--- src/hw/rtl/ttdws_pkg.sv ---
package ttdws_pkg;

   typedef enum logic [1:0] {
      KIND_TICK  = 2'd0,
      KIND_LOAD  = 2'd1,
      KIND_PLACE = 2'd2,
      KIND_NONE  = 2'd3
   } kind_type;

   typedef enum logic [1:0] {
      ACT_MOVE    = 2'd0,
      ACT_ROTATE  = 2'd1,
      ACT_FORWARD = 2'd2,
      ACT_BAD     = 2'd3
   } act_type;

   typedef enum logic [3:0] {
      ST_IDLE,
      ST_VEC_START,
      ST_VEC_ITER,
      ST_TURN,
      ST_ROT_START,
      ST_ROT_ITER,
      ST_DRIVE,
      ST_ARRIVE,
      ST_DONE
   } state_type;

   typedef enum logic [1:0] {
      CMD_NONE = 2'd0,
      CMD_VEC  = 2'd1,
      CMD_ROT  = 2'd2
   } cmd_type;

   localparam logic [1:0] CSR_LINEAR_STEP = 2'd0;
   localparam logic [1:0] CSR_TURN_STEP   = 2'd1;
   localparam logic [1:0] CSR_ANGLE_TOL   = 2'd2;

   localparam logic [15:0] LINEAR_STEP_RST = 16'd3277;
   localparam logic [13:0] TURN_STEP_RST   = 14'd521;
   localparam logic [13:0] ANGLE_TOL_RST   = 14'd313;

   localparam logic [31:0] CORDIC_GAIN = 32'h9B74EDA8;

   function automatic logic [31:0] atan_tab(input logic [4:0] i);
      logic [31:0] r;
      unique case (i)
         5'd0:  r = 32'h20000000;
         5'd1:  r = 32'h12E4051E;
         5'd2:  r = 32'h09FB385B;
         5'd3:  r = 32'h051111D4;
         5'd4:  r = 32'h028B0D43;
         5'd5:  r = 32'h0145D7E1;
         5'd6:  r = 32'h00A2F61E;
         5'd7:  r = 32'h00517C55;
         5'd8:  r = 32'h0028BE53;
         5'd9:  r = 32'h00145F2F;
         5'd10: r = 32'h000A2F98;
         5'd11: r = 32'h000517CC;
         5'd12: r = 32'h00028BE6;
         5'd13: r = 32'h000145F3;
         5'd14: r = 32'h0000A2FA;
         5'd15: r = 32'h0000517D;
         5'd16: r = 32'h000028BE;
         5'd17: r = 32'h0000145F;
         5'd18: r = 32'h00000A30;
         5'd19: r = 32'h00000518;
         5'd20: r = 32'h0000028C;
         5'd21: r = 32'h00000146;
         5'd22: r = 32'h000000A3;
         5'd23: r = 32'h00000051;
         default: r = 32'h0;
      endcase
      return r;
   endfunction

   typedef struct packed {
      cmd_type     cmd;
   } cordic_ctl_type;

   typedef struct packed {
      logic busy;
      logic done;
   } cordic_sts_type;

endpackage

--- src/hw/rtl/ttdws_req_if.sv ---
interface ttdws_req_if #(
   parameter int POS_W   = 24,
   parameter int ANGLE_W = 16
);
   logic               valid;
   logic               ready;
   logic [1:0]         kind;
   logic [1:0]         action_type;
   logic [POS_W-1:0]   target_x;
   logic [POS_W-1:0]   target_z;
   logic [ANGLE_W-1:0] target_angle;

   modport source (output valid, kind, action_type, target_x, target_z, target_angle,
                   input ready);
   modport sink   (input valid, kind, action_type, target_x, target_z, target_angle,
                   output ready);
endinterface

--- src/hw/rtl/ttdws_rsp_if.sv ---
interface ttdws_rsp_if #(
   parameter int POS_W   = 24,
   parameter int ANGLE_W = 16
);
   logic               valid;
   logic               ready;
   logic [POS_W-1:0]   pos_x;
   logic [POS_W-1:0]   pos_z;
   logic [ANGLE_W-1:0] heading;
   logic [8:0]         grid_x;
   logic [8:0]         grid_z;
   logic               busy_res;
   logic               finished;

   modport source (output valid, pos_x, pos_z, heading, grid_x, grid_z, busy_res, finished,
                   input ready);
   modport sink   (input valid, pos_x, pos_z, heading, grid_x, grid_z, busy_res, finished,
                   output ready);
endinterface

--- src/hw/rtl/ttdws_cordic.sv ---
// Shared CORDIC: vectoring (bearing) or rotation (sin/cos), one iteration per cycle.
module ttdws_cordic
   import ttdws_pkg::*;
#(
   parameter int POS_W   = 24,
   parameter int ITERS   = 16
) (
   input  logic                  clock,
   input  logic                  reset,
   input  cordic_ctl_type        ctl,
   input  logic signed [POS_W:0] vec_dx,
   input  logic signed [POS_W:0] vec_dz,
   input  logic [31:0]           rot_angle,
   input  logic [15:0]           rot_step,
   output cordic_sts_type        sts,
   output logic [31:0]           acc_out,
   output logic signed [POS_W+1:0] sin_out,
   output logic signed [POS_W+1:0] cos_out
);
   localparam int XW = POS_W + 20;
   localparam int IW = $clog2(ITERS + 1);

   logic signed [XW-1:0] x_ff, x_in, y_ff, y_in;
   logic [31:0]          z_ff, z_in;
   logic [IW-1:0]        it_ff, it_in;
   logic                 mode_ff, mode_in;
   logic                 run_ff, run_in, done_ff, done_in, neg_ff, neg_in;

   logic signed [XW-1:0] xs, ys;
   logic [31:0]          at;
   logic                 dir;
   logic [47:0]          prod;
   logic [31:0]          ra;
   logic signed [XW-1:0] xr, yr;

   assign xs = x_ff >>> it_ff;
   assign ys = y_ff >>> it_ff;
   assign at = atan_tab(5'(it_ff));
   assign dir = mode_ff ? ~z_ff[31] : (y_ff > 0);
   assign prod = 48'(rot_step) * 48'(CORDIC_GAIN);

   always_comb begin
      x_in = x_ff; y_in = y_ff; z_in = z_ff; it_in = it_ff;
      mode_in = mode_ff; run_in = run_ff; done_in = 1'b0; neg_in = neg_ff;
      ra = rot_angle;
      if (ctl.cmd == CMD_VEC) begin
         mode_in = 1'b0; run_in = 1'b1; it_in = '0; neg_in = 1'b0;
         if (vec_dz < 0) begin
            x_in = -XW'(vec_dz); y_in = -XW'(vec_dx); z_in = 32'h80000000;
         end else begin
            x_in = XW'(vec_dz); y_in = XW'(vec_dx); z_in = '0;
         end
      end else if (ctl.cmd == CMD_ROT) begin
         mode_in = 1'b1; run_in = 1'b1; it_in = '0; neg_in = 1'b0;
         if (ra > 32'h40000000 && ra < 32'hC0000000) begin
            ra = ra - 32'h80000000; neg_in = 1'b1;
         end
         z_in = ra;
         x_in = XW'(prod[47:16]);
         y_in = '0;
      end else if (run_ff) begin
         if (mode_ff ? dir : dir) begin
            if (mode_ff) begin
               x_in = x_ff - ys; y_in = y_ff + xs; z_in = z_ff - at;
            end else begin
               x_in = x_ff + ys; y_in = y_ff - xs; z_in = z_ff + at;
            end
         end else begin
            if (mode_ff) begin
               x_in = x_ff + ys; y_in = y_ff - xs; z_in = z_ff + at;
            end else begin
               x_in = x_ff - ys; y_in = y_ff + xs; z_in = z_ff - at;
            end
         end
         it_in = it_ff + 1'b1;
         if (it_ff == IW'(ITERS - 1)) begin
            run_in = 1'b0; done_in = 1'b1;
         end
      end
   end

   always_ff @(posedge clock) begin
      if (reset) begin
         run_ff <= 1'b0; done_ff <= 1'b0;
      end else begin
         run_ff <= run_in; done_ff <= done_in;
      end
      x_ff <= x_in; y_ff <= y_in; z_ff <= z_in; it_ff <= it_in;
      mode_ff <= mode_in; neg_ff <= neg_in;
   end

   assign xr = (x_ff + XW'(32768)) >>> 16;
   assign yr = (y_ff + XW'(32768)) >>> 16;
   assign sin_out = neg_ff ? -(POS_W+2)'(yr) : (POS_W+2)'(yr);
   assign cos_out = neg_ff ? -(POS_W+2)'(xr) : (POS_W+2)'(xr);
   assign acc_out = z_ff;
   assign sts.busy = run_ff;
   assign sts.done = done_ff;
endmodule

--- src/hw/rtl/turn_then_drive_waypoint_stepper.sv ---
// A load, place or idle tick is answered straight from idle; a MOVE turning tick runs a
// vectoring pass on the shared CORDIC (skipped at the goal point), then turn and arrive;
// a driving tick runs a rotation pass, then drive and arrive; a ROTATE tick only turns.
// One request at a time. Result held in an output register until taken.
// Reset (synchronous, active high): pose zero, no action, registers to defaults.
module turn_then_drive_waypoint_stepper
   import ttdws_pkg::*;
#(
   parameter int POS_INT_BITS  = 8,
   parameter int POS_FRAC_BITS = 16,
   parameter int ANGLE_BITS    = 16,
   parameter int CORDIC_ITERS  = 16
) (
   input  logic        clock,
   input  logic        reset,
   input  logic        csr_write,
   input  logic [1:0]  csr_index,
   input  logic [15:0] csr_data,
   ttdws_req_if.sink   req,
   ttdws_rsp_if.source rsp
);
   localparam int PW = POS_INT_BITS + POS_FRAC_BITS;
   localparam int AW = ANGLE_BITS;
   localparam logic signed [PW+1:0] PMAX = (PW+2)'((64'sd1 <<< (PW-1)) - 1);
   localparam logic signed [PW+1:0] PMIN = -PMAX - 1;

   state_type state_ff, state_in;
   logic [15:0] lin_ff;
   logic [13:0] tstep_ff, tol_ff;
   logic signed [PW-1:0] px_ff, px_in, pz_ff, pz_in, gx_ff, gz_ff;
   logic [AW-1:0] hd_ff, hd_in, gh_ff, brg_ff, brg_in;
   act_type atype_ff;
   logic active_ff, active_in, turning_ff, turning_in, fin_ff, fin_in;
   logic rvalid_ff, rvalid_in;

   cordic_ctl_type cctl;
   cordic_sts_type csts;
   logic [31:0] acc;
   logic signed [PW+1:0] sn, cs;

   ttdws_cordic #(.POS_W(PW), .ITERS(CORDIC_ITERS)) u_cordic (
      .clock, .reset, .ctl(cctl),
      .vec_dx((PW+1)'(gx_ff) - (PW+1)'(px_ff)),
      .vec_dz((PW+1)'(gz_ff) - (PW+1)'(pz_ff)),
      .rot_angle({hd_ff, {(32-AW){1'b0}}}),
      .rot_step(lin_ff),
      .sts(csts), .acc_out(acc), .sin_out(sn), .cos_out(cs));

   assign req.ready = (state_ff == ST_IDLE) && !rvalid_ff;

   logic accept;
   assign accept = req.valid && req.ready;

   always_ff @(posedge clock) begin
      if (reset) begin
         lin_ff <= LINEAR_STEP_RST; tstep_ff <= TURN_STEP_RST; tol_ff <= ANGLE_TOL_RST;
      end else if (csr_write) begin
         if (csr_index == CSR_LINEAR_STEP) lin_ff <= csr_data;
         if (csr_index == CSR_TURN_STEP)   tstep_ff <= csr_data[13:0];
         if (csr_index == CSR_ANGLE_TOL)   tol_ff <= csr_data[13:0];
      end
   end

   // turn toward target g
   logic [AW-1:0] tgt, dr, dl;
   logic snap;
   assign tgt = (state_ff == ST_TURN && atype_ff == ACT_MOVE) ? brg_ff : gh_ff;
   assign dr = tgt - hd_ff;
   assign dl = hd_ff - tgt;
   assign snap = ({6'd0, dr} <= (AW+6)'(tol_ff)) ||
                 ({6'd0, dr} >= (AW+6)'((64'd1 << AW) - 64'(tol_ff)));

   // arrival check
   logic signed [PW+1:0] ex, ez, ax, az;
   logic arr;
   assign ex = (PW+2)'(gx_ff) - (PW+2)'(px_ff);
   assign ez = (PW+2)'(gz_ff) - (PW+2)'(pz_ff);
   assign ax = ex[PW+1] ? -ex : ex;
   assign az = ez[PW+1] ? -ez : ez;
   assign arr = ((ax <<< 1) <= (PW+2)'(lin_ff)) && ((az <<< 1) <= (PW+2)'(lin_ff));

   logic signed [PW+1:0] sx, sz;
   assign sx = (PW+2)'(px_ff) + sn;
   assign sz = (PW+2)'(pz_ff) + cs;

   logic [32:0] brnd;
   assign brnd = {1'b0, acc} + (33'd1 << (31 - AW));

   logic load_ok;
   assign load_ok = accept && kind_type'(req.kind) == KIND_LOAD &&
                    act_type'(req.action_type) != ACT_BAD;

   always_comb begin
      state_in = state_ff;
      cctl.cmd = CMD_NONE;
      unique case (state_ff)
         ST_IDLE: begin
            if (accept && kind_type'(req.kind) == KIND_TICK && active_ff) begin
               priority case (atype_ff)
                  ACT_MOVE:   state_in = turning_ff ? ST_VEC_START : ST_ROT_START;
                  ACT_ROTATE: state_in = ST_TURN;
                  default:    state_in = ST_ROT_START;
               endcase
            end
         end
         ST_VEC_START: begin
            if (ex == 0 && ez == 0) state_in = ST_TURN;
            else state_in = ST_VEC_ITER;
         end
         ST_VEC_ITER:  if (csts.done) state_in = ST_TURN;
         ST_TURN:      state_in = (atype_ff == ACT_MOVE) ? ST_ARRIVE : ST_DONE;
         ST_ROT_START: state_in = ST_ROT_ITER;
         ST_ROT_ITER:  if (csts.done) state_in = ST_DRIVE;
         ST_DRIVE:     state_in = ST_ARRIVE;
         ST_ARRIVE:    state_in = ST_DONE;
         ST_DONE:      state_in = ST_IDLE;
         default:      state_in = ST_IDLE;
      endcase
      if (state_ff == ST_VEC_START && !(ex == 0 && ez == 0)) cctl.cmd = CMD_VEC;
      if (state_ff == ST_ROT_START) cctl.cmd = CMD_ROT;
   end

   always_comb begin
      px_in = px_ff; pz_in = pz_ff; hd_in = hd_ff; brg_in = brg_ff;
      active_in = active_ff; turning_in = turning_ff; fin_in = fin_ff;
      unique case (state_ff)
         ST_IDLE: begin
            if (accept) fin_in = 1'b0;
            if (load_ok) begin
               active_in = 1'b1; turning_in = 1'b1;
            end
            if (accept && kind_type'(req.kind) == KIND_PLACE) begin
               px_in = req.target_x; pz_in = req.target_z; hd_in = req.target_angle;
               turning_in = 1'b1;
            end
         end
         ST_VEC_START: brg_in = '0;
         ST_VEC_ITER: if (csts.done) brg_in = brnd[31 -: AW];
         ST_TURN: begin
            if (snap) begin
               hd_in = tgt;
               if (atype_ff == ACT_MOVE) turning_in = 1'b0;
               else fin_in = 1'b1;
            end else if (dl < dr) begin
               hd_in = hd_ff - AW'(tstep_ff);
            end else begin
               hd_in = hd_ff + AW'(tstep_ff);
            end
         end
         ST_DRIVE: begin
            px_in = (sx > PMAX) ? PMAX[PW-1:0] : (sx < PMIN) ? PMIN[PW-1:0] : sx[PW-1:0];
            pz_in = (sz > PMAX) ? PMAX[PW-1:0] : (sz < PMIN) ? PMIN[PW-1:0] : sz[PW-1:0];
         end
         ST_ARRIVE: begin
            if (arr) begin
               px_in = gx_ff; pz_in = gz_ff; fin_in = 1'b1;
               if (atype_ff == ACT_MOVE) turning_in = 1'b1;
            end
         end
         ST_DONE: if (fin_ff) active_in = 1'b0;
         default: ;
      endcase
   end

   logic go_rsp;
   assign go_rsp = (state_ff == ST_DONE) ||
                   (accept && !(kind_type'(req.kind) == KIND_TICK && active_ff));

   always_comb begin
      rvalid_in = rvalid_ff;
      if (rsp.valid && rsp.ready) rvalid_in = 1'b0;
      if (go_rsp) rvalid_in = 1'b1;
   end

   always_ff @(posedge clock) begin
      if (reset) begin
         state_ff <= ST_IDLE; rvalid_ff <= 1'b0;
         px_ff <= '0; pz_ff <= '0; hd_ff <= '0; gx_ff <= '0; gz_ff <= '0; gh_ff <= '0;
         atype_ff <= ACT_MOVE; active_ff <= 1'b0; turning_ff <= 1'b1; fin_ff <= 1'b0;
      end else begin
         state_ff <= state_in; rvalid_ff <= rvalid_in;
         px_ff <= px_in; pz_ff <= pz_in; hd_ff <= hd_in; active_ff <= active_in;
         turning_ff <= turning_in; fin_ff <= fin_in;
         if (load_ok) begin
            atype_ff <= act_type'(req.action_type);
            gx_ff <= req.target_x; gz_ff <= req.target_z; gh_ff <= req.target_angle;
         end
      end
      brg_ff <= brg_in;
   end

   function automatic logic [8:0] grid(input logic signed [PW-1:0] p);
      logic signed [PW:0] v, q;
      v = (PW+1)'(p) + (PW+1)'(1 <<< (POS_FRAC_BITS - 1));
      q = v[PW] ? -((-v) >>> POS_FRAC_BITS) : (v >>> POS_FRAC_BITS);
      return q[8:0];
   endfunction

   assign rsp.valid    = rvalid_ff;
   assign rsp.pos_x    = px_ff;
   assign rsp.pos_z    = pz_ff;
   assign rsp.heading  = hd_ff;
   assign rsp.grid_x   = grid(px_ff);
   assign rsp.grid_z   = grid(pz_ff);
   assign rsp.busy_res = active_ff;
   assign rsp.finished = fin_ff;

   a_no_accept_busy: assert property (@(posedge clock) disable iff (reset)
      (state_ff != ST_IDLE) |-> !req.ready) else $error("accept while busy");
   a_done_rsp: assert property (@(posedge clock) disable iff (reset)
      (state_ff == ST_DONE) |=> rvalid_ff) else $error("no response");
   a_fin_clears: assert property (@(posedge clock) disable iff (reset)
      (rvalid_ff && fin_ff) |-> !active_ff) else $error("finished but busy");
endmodule
--- src/flat_wrapper.sv ---
// flat-port wrapper written by rule: the top's interface ports become plain ports
module turn_then_drive_waypoint_stepper_flat import ttdws_pkg::*;
#(
   parameter int POS_INT_BITS  = 8,
   parameter int POS_FRAC_BITS = 16,
   parameter int ANGLE_BITS    = 16,
   parameter int CORDIC_ITERS  = 16
)
  (clock, reset, csr_write, csr_index, csr_data, req_valid, req_kind, req_action_type, req_target_x, req_target_z, req_target_angle, req_ready, rsp_valid, rsp_pos_x, rsp_pos_z, rsp_heading, rsp_grid_x, rsp_grid_z, rsp_busy_res, rsp_finished, rsp_ready);
  ttdws_req_if req_i ();
  ttdws_rsp_if rsp_i ();
  input  logic clock;
  input  logic reset;
  input  logic csr_write;
  input  logic [1:0] csr_index;
  input  logic [15:0] csr_data;
  input wire logic [$bits(req_i.valid)-1:0] req_valid;
  input wire logic [$bits(req_i.kind)-1:0] req_kind;
  input wire logic [$bits(req_i.action_type)-1:0] req_action_type;
  input wire logic [$bits(req_i.target_x)-1:0] req_target_x;
  input wire logic [$bits(req_i.target_z)-1:0] req_target_z;
  input wire logic [$bits(req_i.target_angle)-1:0] req_target_angle;
  output wire logic [$bits(req_i.ready)-1:0] req_ready;
  output wire logic [$bits(rsp_i.valid)-1:0] rsp_valid;
  output wire logic [$bits(rsp_i.pos_x)-1:0] rsp_pos_x;
  output wire logic [$bits(rsp_i.pos_z)-1:0] rsp_pos_z;
  output wire logic [$bits(rsp_i.heading)-1:0] rsp_heading;
  output wire logic [$bits(rsp_i.grid_x)-1:0] rsp_grid_x;
  output wire logic [$bits(rsp_i.grid_z)-1:0] rsp_grid_z;
  output wire logic [$bits(rsp_i.busy_res)-1:0] rsp_busy_res;
  output wire logic [$bits(rsp_i.finished)-1:0] rsp_finished;
  input wire logic [$bits(rsp_i.ready)-1:0] rsp_ready;
  assign req_i.valid = req_valid;
  assign req_i.kind = req_kind;
  assign req_i.action_type = req_action_type;
  assign req_i.target_x = req_target_x;
  assign req_i.target_z = req_target_z;
  assign req_i.target_angle = req_target_angle;
  assign req_ready = req_i.ready;
  assign rsp_valid = rsp_i.valid;
  assign rsp_pos_x = rsp_i.pos_x;
  assign rsp_pos_z = rsp_i.pos_z;
  assign rsp_heading = rsp_i.heading;
  assign rsp_grid_x = rsp_i.grid_x;
  assign rsp_grid_z = rsp_i.grid_z;
  assign rsp_busy_res = rsp_i.busy_res;
  assign rsp_finished = rsp_i.finished;
  assign rsp_i.ready = rsp_ready;
  turn_then_drive_waypoint_stepper #(.POS_INT_BITS(POS_INT_BITS), .POS_FRAC_BITS(POS_FRAC_BITS), .ANGLE_BITS(ANGLE_BITS), .CORDIC_ITERS(CORDIC_ITERS)) u_core (.clock(clock), .reset(reset), .csr_write(csr_write), .csr_index(csr_index), .csr_data(csr_data), .req(req_i), .rsp(rsp_i));
endmodule
--- config.mk ---
export PLATFORM = sky130hd
export DESIGN_NAME = turn_then_drive_waypoint_stepper_flat
export DESIGN_NICKNAME = d
export VERILOG_FILES = /design/src/hw/rtl/ttdws_pkg.sv /design/src/hw/rtl/ttdws_req_if.sv /design/src/hw/rtl/ttdws_rsp_if.sv /design/src/hw/rtl/ttdws_cordic.sv /design/src/hw/rtl/turn_then_drive_waypoint_stepper.sv /design/src/flat_wrapper.sv
export SDC_FILE = /design/constraint.sdc
export NUM_CORES = 2
export LEC_CHECK = 0
export BUFFER_PORTS_ARGS = -buffer_cell sky130_fd_sc_hd__buf_2
export CAP_MARGIN = 20
export CORE_MARGIN = 4
export CORE_UTILIZATION = 30
export DETAILED_ROUTE_END_ITERATION = 16
export PLACE_DENSITY_LB_ADDON = 0.2
export SYNTH_ARGS = -nofsm -noshare
export SYNTH_HDL_FRONTEND = slang
export SYNTH_SLANG_ARGS = --single-unit
--- constraint.sdc ---
create_clock -name clock -period 7.42 [get_ports clock]
set_input_delay 0.742 -clock clock [delete_from_list [all_inputs] [get_ports clock]]
set_output_delay 0.742 -clock clock [all_outputs]
set_load 0.05 [all_outputs]
==> run_results.csv <==
group,metric,value,unit
run_status,run_status,"complete, no violations",
detailed_routing,wl_per_cell,22.6,um
critical_path,r2r_cells,22,
floorplanning,io-pin-count,177,
layout,area_delta_synth_final,11.9,%
synth,syn_nets,8101,
clocking,ctsHoldBuffers,0,
timing,report.final.slew_viol_count,0,
critical_path,worst-setup-path-type,"flip-flop to flip-flop",
timing,finalCritPeriodShare,95.6,%
worst_hold_path,whs_endpoint,"u_core.gz_ff[20]",
timing,worst_pin_slew,1160,ps
clocking,numCtsBuffers,50,
synth,ys_warn_count,0,
synth,async_flop_share,0,%
detailed_routing,dr.pass1.iters,8,
grt,grt_max_degree,108,
synth,synth_edf_count,136,
clocking,clk_root_buffer_cell,"clkbuf_16",
critical_path,cp_common_cell,"o21ai_0",
worst_hold_path,hp-class,"primary input to flip-flop",
detailed_routing,drt-total-wl,220000,um
floorplanning,die_y,435,um
grt,antenna_found_initial,10,
critical_path,r2r_slack,320,ps
floorplanning,core_area,181000,um2
critical_path,crit_buf_inv,2,
clocking,insertion_delay,690,ps
layout,drive_gt1_share,10.7,%
synth,syn_area,54800,um2
pwr,leakagePower,0.0264,uW
synth,synth_cells,7189,
place,globalplace.congestion,0.950,
timing,fin_crit,7100,ps
critical_path,reg2reg_to,"u_core.u_cordic.x_ff[40]",
synth,syn_area_per_cell,7.63,um2
critical_path,timing.rr.start,"u_core.u_cordic.it_ff[1]",
clocking,clock_path_buffers,3,
clocking,path_clk_slew,70,ps
synth,synth.ff_latch_count,357,
pwr,ir_drop,0.252,mV
timing,finClkSkew,58.5,ps
timing,relSlewSlack,22.4,%
detailed_routing,vias_per_cell,5.52,
pwr,p_per_area,370,nW/um2
detailed_routing,ant_nets,0,
grt,globalRouteOverflowTotal,0,
floorplanning,die_w,435,um
timing,fmax,0.141,GHz
critical_path,critical_path_arrival,7480,ps
clocking,htreeDepth,2,
floorplanning,start_util,30.3,%
critical_path,cp_slowest_stage_delay,680,ps
critical_path,critPathMaxFanout,29,
place,place_hpwl,176000,um
floorplanning,rows,156,
layout,final_util,33.9,%
worst_hold_path,worstHoldStart,"req_target_z[20]",
place,port-buffer-count,176,
critical_path,crit_family,"compound AO/OA/AOI/OAI gates",
critical_path,required,7810,ps
grt,grt_pass1_wl,329000,um
clocking,cts_tree,"built",
critical_path,start_kind,"flip-flop",
synth,ys_types,106,
grt,grtUsageTotal,22.1,%
timing,timing.final.hold_violations,0,
worst_hold_path,min_delay_path_depth,3,
layout,nets,8220,
clocking,cts.sinks,357,
critical_path,cp-end-kind,"flip-flop",
timing,setup_tns,0,ps
synth,synth_flop_cell,"dfxtp_1",
detailed_routing,vias,53600,
detailed_routing,drc,0,
flow_run,maxCapViolCount,0,
floorplanning,die-area,190000,um2
critical_path,cp_slowest_cell,"or4b_2",
critical_path,crit_chain,"buf_4 > mux4_2 > nand2_1 > nand2_1 > o21ai_0 > nor2_1 > nor2_1 > ha_1 > o21ba_2 > o311a_1 > or4b_2 > nor3b_1 > o31ai_1 > buf_4 > a222oi_1 > o211ai_1 > o21ai_0 > o21ai_0 > and3_1 > o21ai_0 > a311oi_1 > mux2i_1",
detailed_routing,dr.first_iter.drc_count,4500,
grt,grt_pass1_vias,51500,
timing,setup_violations,0,
synth,synth.yosys.seq_area_share,15.5,%
cells in the final DEF, fill, tap and decap left out, types with 53 or more instances in the layout:
cell / instances
o211ai_1: 59
nand2b_1: 64
edfxtp_1: 136
nand4_1: 68
buf_4: 274
xor2_1: 155
nor2_1: 614
a21o_1: 115
buf_2: 175
o21a_1: 83
a221oi_1: 54
a211oi_1: 106
xnor2_1: 331
nand2_1: 792
nor2b_1: 78
fa_1: 197
nor3_1: 169
o31ai_1: 69
a31oi_1: 53
o21ai_0: 408
inv_1: 617
ha_1: 624
o21bai_1: 64
nand3_1: 158
a21oi_1: 625
mux2i_1: 130
nor4_1: 63
clkbuf_16: 54
dfxtp_1: 211
synth_stat cells, types with 24 or more instances:
library cell | instances | area share, %
and3_1 | 50 | 0.57
a211oi_2 | 26 | 0.59
nand2_1 | 794 | 5.4
clkbuf_1 | 321 | 2.2
o21ai_0 | 412 | 3.8
o31ai_1 | 72 | 0.99
xor2_1 | 155 | 2.5
mux2i_1 | 131 | 2.4
a31oi_1 | 55 | 0.63
nand3_1 | 158 | 1.4
buf_2 | 27 | 0.25
nor3_1 | 173 | 1.6
xnor2_1 | 333 | 5.3
edfxtp_1 | 136 | 7.4
nand2b_1 | 64 | 0.73
buf_1 | 39 | 0.27
a221oi_1 | 54 | 0.86
a211oi_1 | 106 | 1.5
nor4_1 | 63 | 0.72
and2_1 | 37 | 0.42
or3_1 | 49 | 0.56
mux4_2 | 49 | 2.0
fa_1 | 197 | 7.2
o41ai_1 | 24 | 0.38
o21bai_1 | 64 | 0.88
a21o_1 | 116 | 1.6
inv_1 | 618 | 4.2
mux2_2 | 37 | 0.76
o21a_1 | 83 | 1.1
a21oi_1 | 638 | 5.8
ha_1 | 624 | 14
nand4_1 | 68 | 0.78
nor2b_1 | 78 | 0.89
nor2_1 | 615 | 4.2
o22ai_1 | 42 | 0.48
dfxtp_1 | 221 | 8.1
o211ai_1 | 59 | 0.81
stage by stage:
step / hold slack (ps) / total power (uW) / setup WS (ps) / std cells / area [um2]
after floorplan: 433 / 14800 / 37.3 / 7189 / 54800
after global placement: 441 / 19700 / -160 / 9619 / 59400
after detailed placement: 448 / 19700 / -113 / 9619 / 59400
after CTS: 268 / 22500 / 8.86 / 9707 / 61100
after global routing: 309 / 24700 / -26.8 / 9715 / 61400
final: 317 / 22700 / 325 / 9717 / 61400
state kept, by name, summed over array words and instances, names as in the netlist, 2 cells and up:
register	cells
u_core.brg_ff	16
u_core.u_cordic.it_ff	5
u_core.rsp.pos_x	24
u_core.state_ff	4
u_core.u_cordic.y_ff	44
u_core.gx_ff	24
u_core.gz_ff	24
u_core.atype_ff	2
u_core.u_cordic.at	30
u_core.rsp.heading	16
u_core.tol_ff	14
u_core.u_cordic.x_ff	44
u_core.rsp.pos_z	24
u_core.u_cordic.acc_out	32
u_core.gh_ff	16
u_core.lin_ff	16
u_core.tstep_ff	14
cell families after synthesis:
group / synth area share, %
multiplexers: 5.17
XOR/XNOR: 7.86
AO/OA/AOI/OAI: 23.5
flip-flops: 15.5
AND/OR/NAND/NOR: 19.5
buffers and inverters: 7.06
adder cells (fa/ha/maj): 21.4
tightest hold or removal path, stage by stage:
cell	delay, ps
buf_2	110
nand2_1	50
a21oi_1	50
per-layer routing:
layer	vias to the layer above	GRT usage, %	wire, um	share of wire [%]
li1	25700	-	-	-
met1	26000	30.4	100000	46
met2	1592	36.3	101000	46
met3	259	2.71	12200	5.5
met4	12	6.20	6740	3.1
met5	-	0	56	0.026
worst max-delay path by stage:
stage	start	end	slack (ps)	cells after the start
2_1_floorplan	u_core.state_ff[1]	u_core.rsp.heading[14]	40	41
3_3_place_gp	u_core.state_ff[0]	u_core.rsp.heading[14]	-160	38
3_5_place_dp	u_core.state_ff[0]	u_core.rsp.heading[14]	-110	39
4_1_cts	u_core.state_ff[0]	u_core.rsp.heading[14]	9	38
5_1_grt	u_core.state_ff[0]	u_core.rsp.heading[15]	-30	40
6_report	u_core.u_cordic.it_ff[1]	u_core.u_cordic.x_ff[40]	320	22
cell type report:
type / instances / area (um2)
Fill cell: 19300 / 120000
Clock buffer: 68 / 1480
Inverter: 621 / 2330
Timing Repair Buffer: 461 / 3150
Antenna cell: 3 / 7.51
Tap cell: 2370 / 2970
Multi-Input combinational cell: 5817 / 42700
Sequential cell: 357 / 8530
Clock inverter: 20 / 213
power by group:
| group | switching [uW] | internal (uW) | total [uW] | leakage, uW |
|---|---|---|---|---|
| Sequential | 224 | 2440 | 2670 | 0.00302 |
| Clock | 1090 | 1480 | 2560 | 0.000845 |
| Combinational | 10600 | 6860 | 17500 | 0.0226 |
repair_timing:
action / in CTS / in global routing
pin swaps: 0 / 13
endpoints found under the setup margin: 5 / 14
buffers inserted: 0 / 6
gates resized for setup: 4 / 40
No activity file was read; power rests on OpenSTA's default activity.
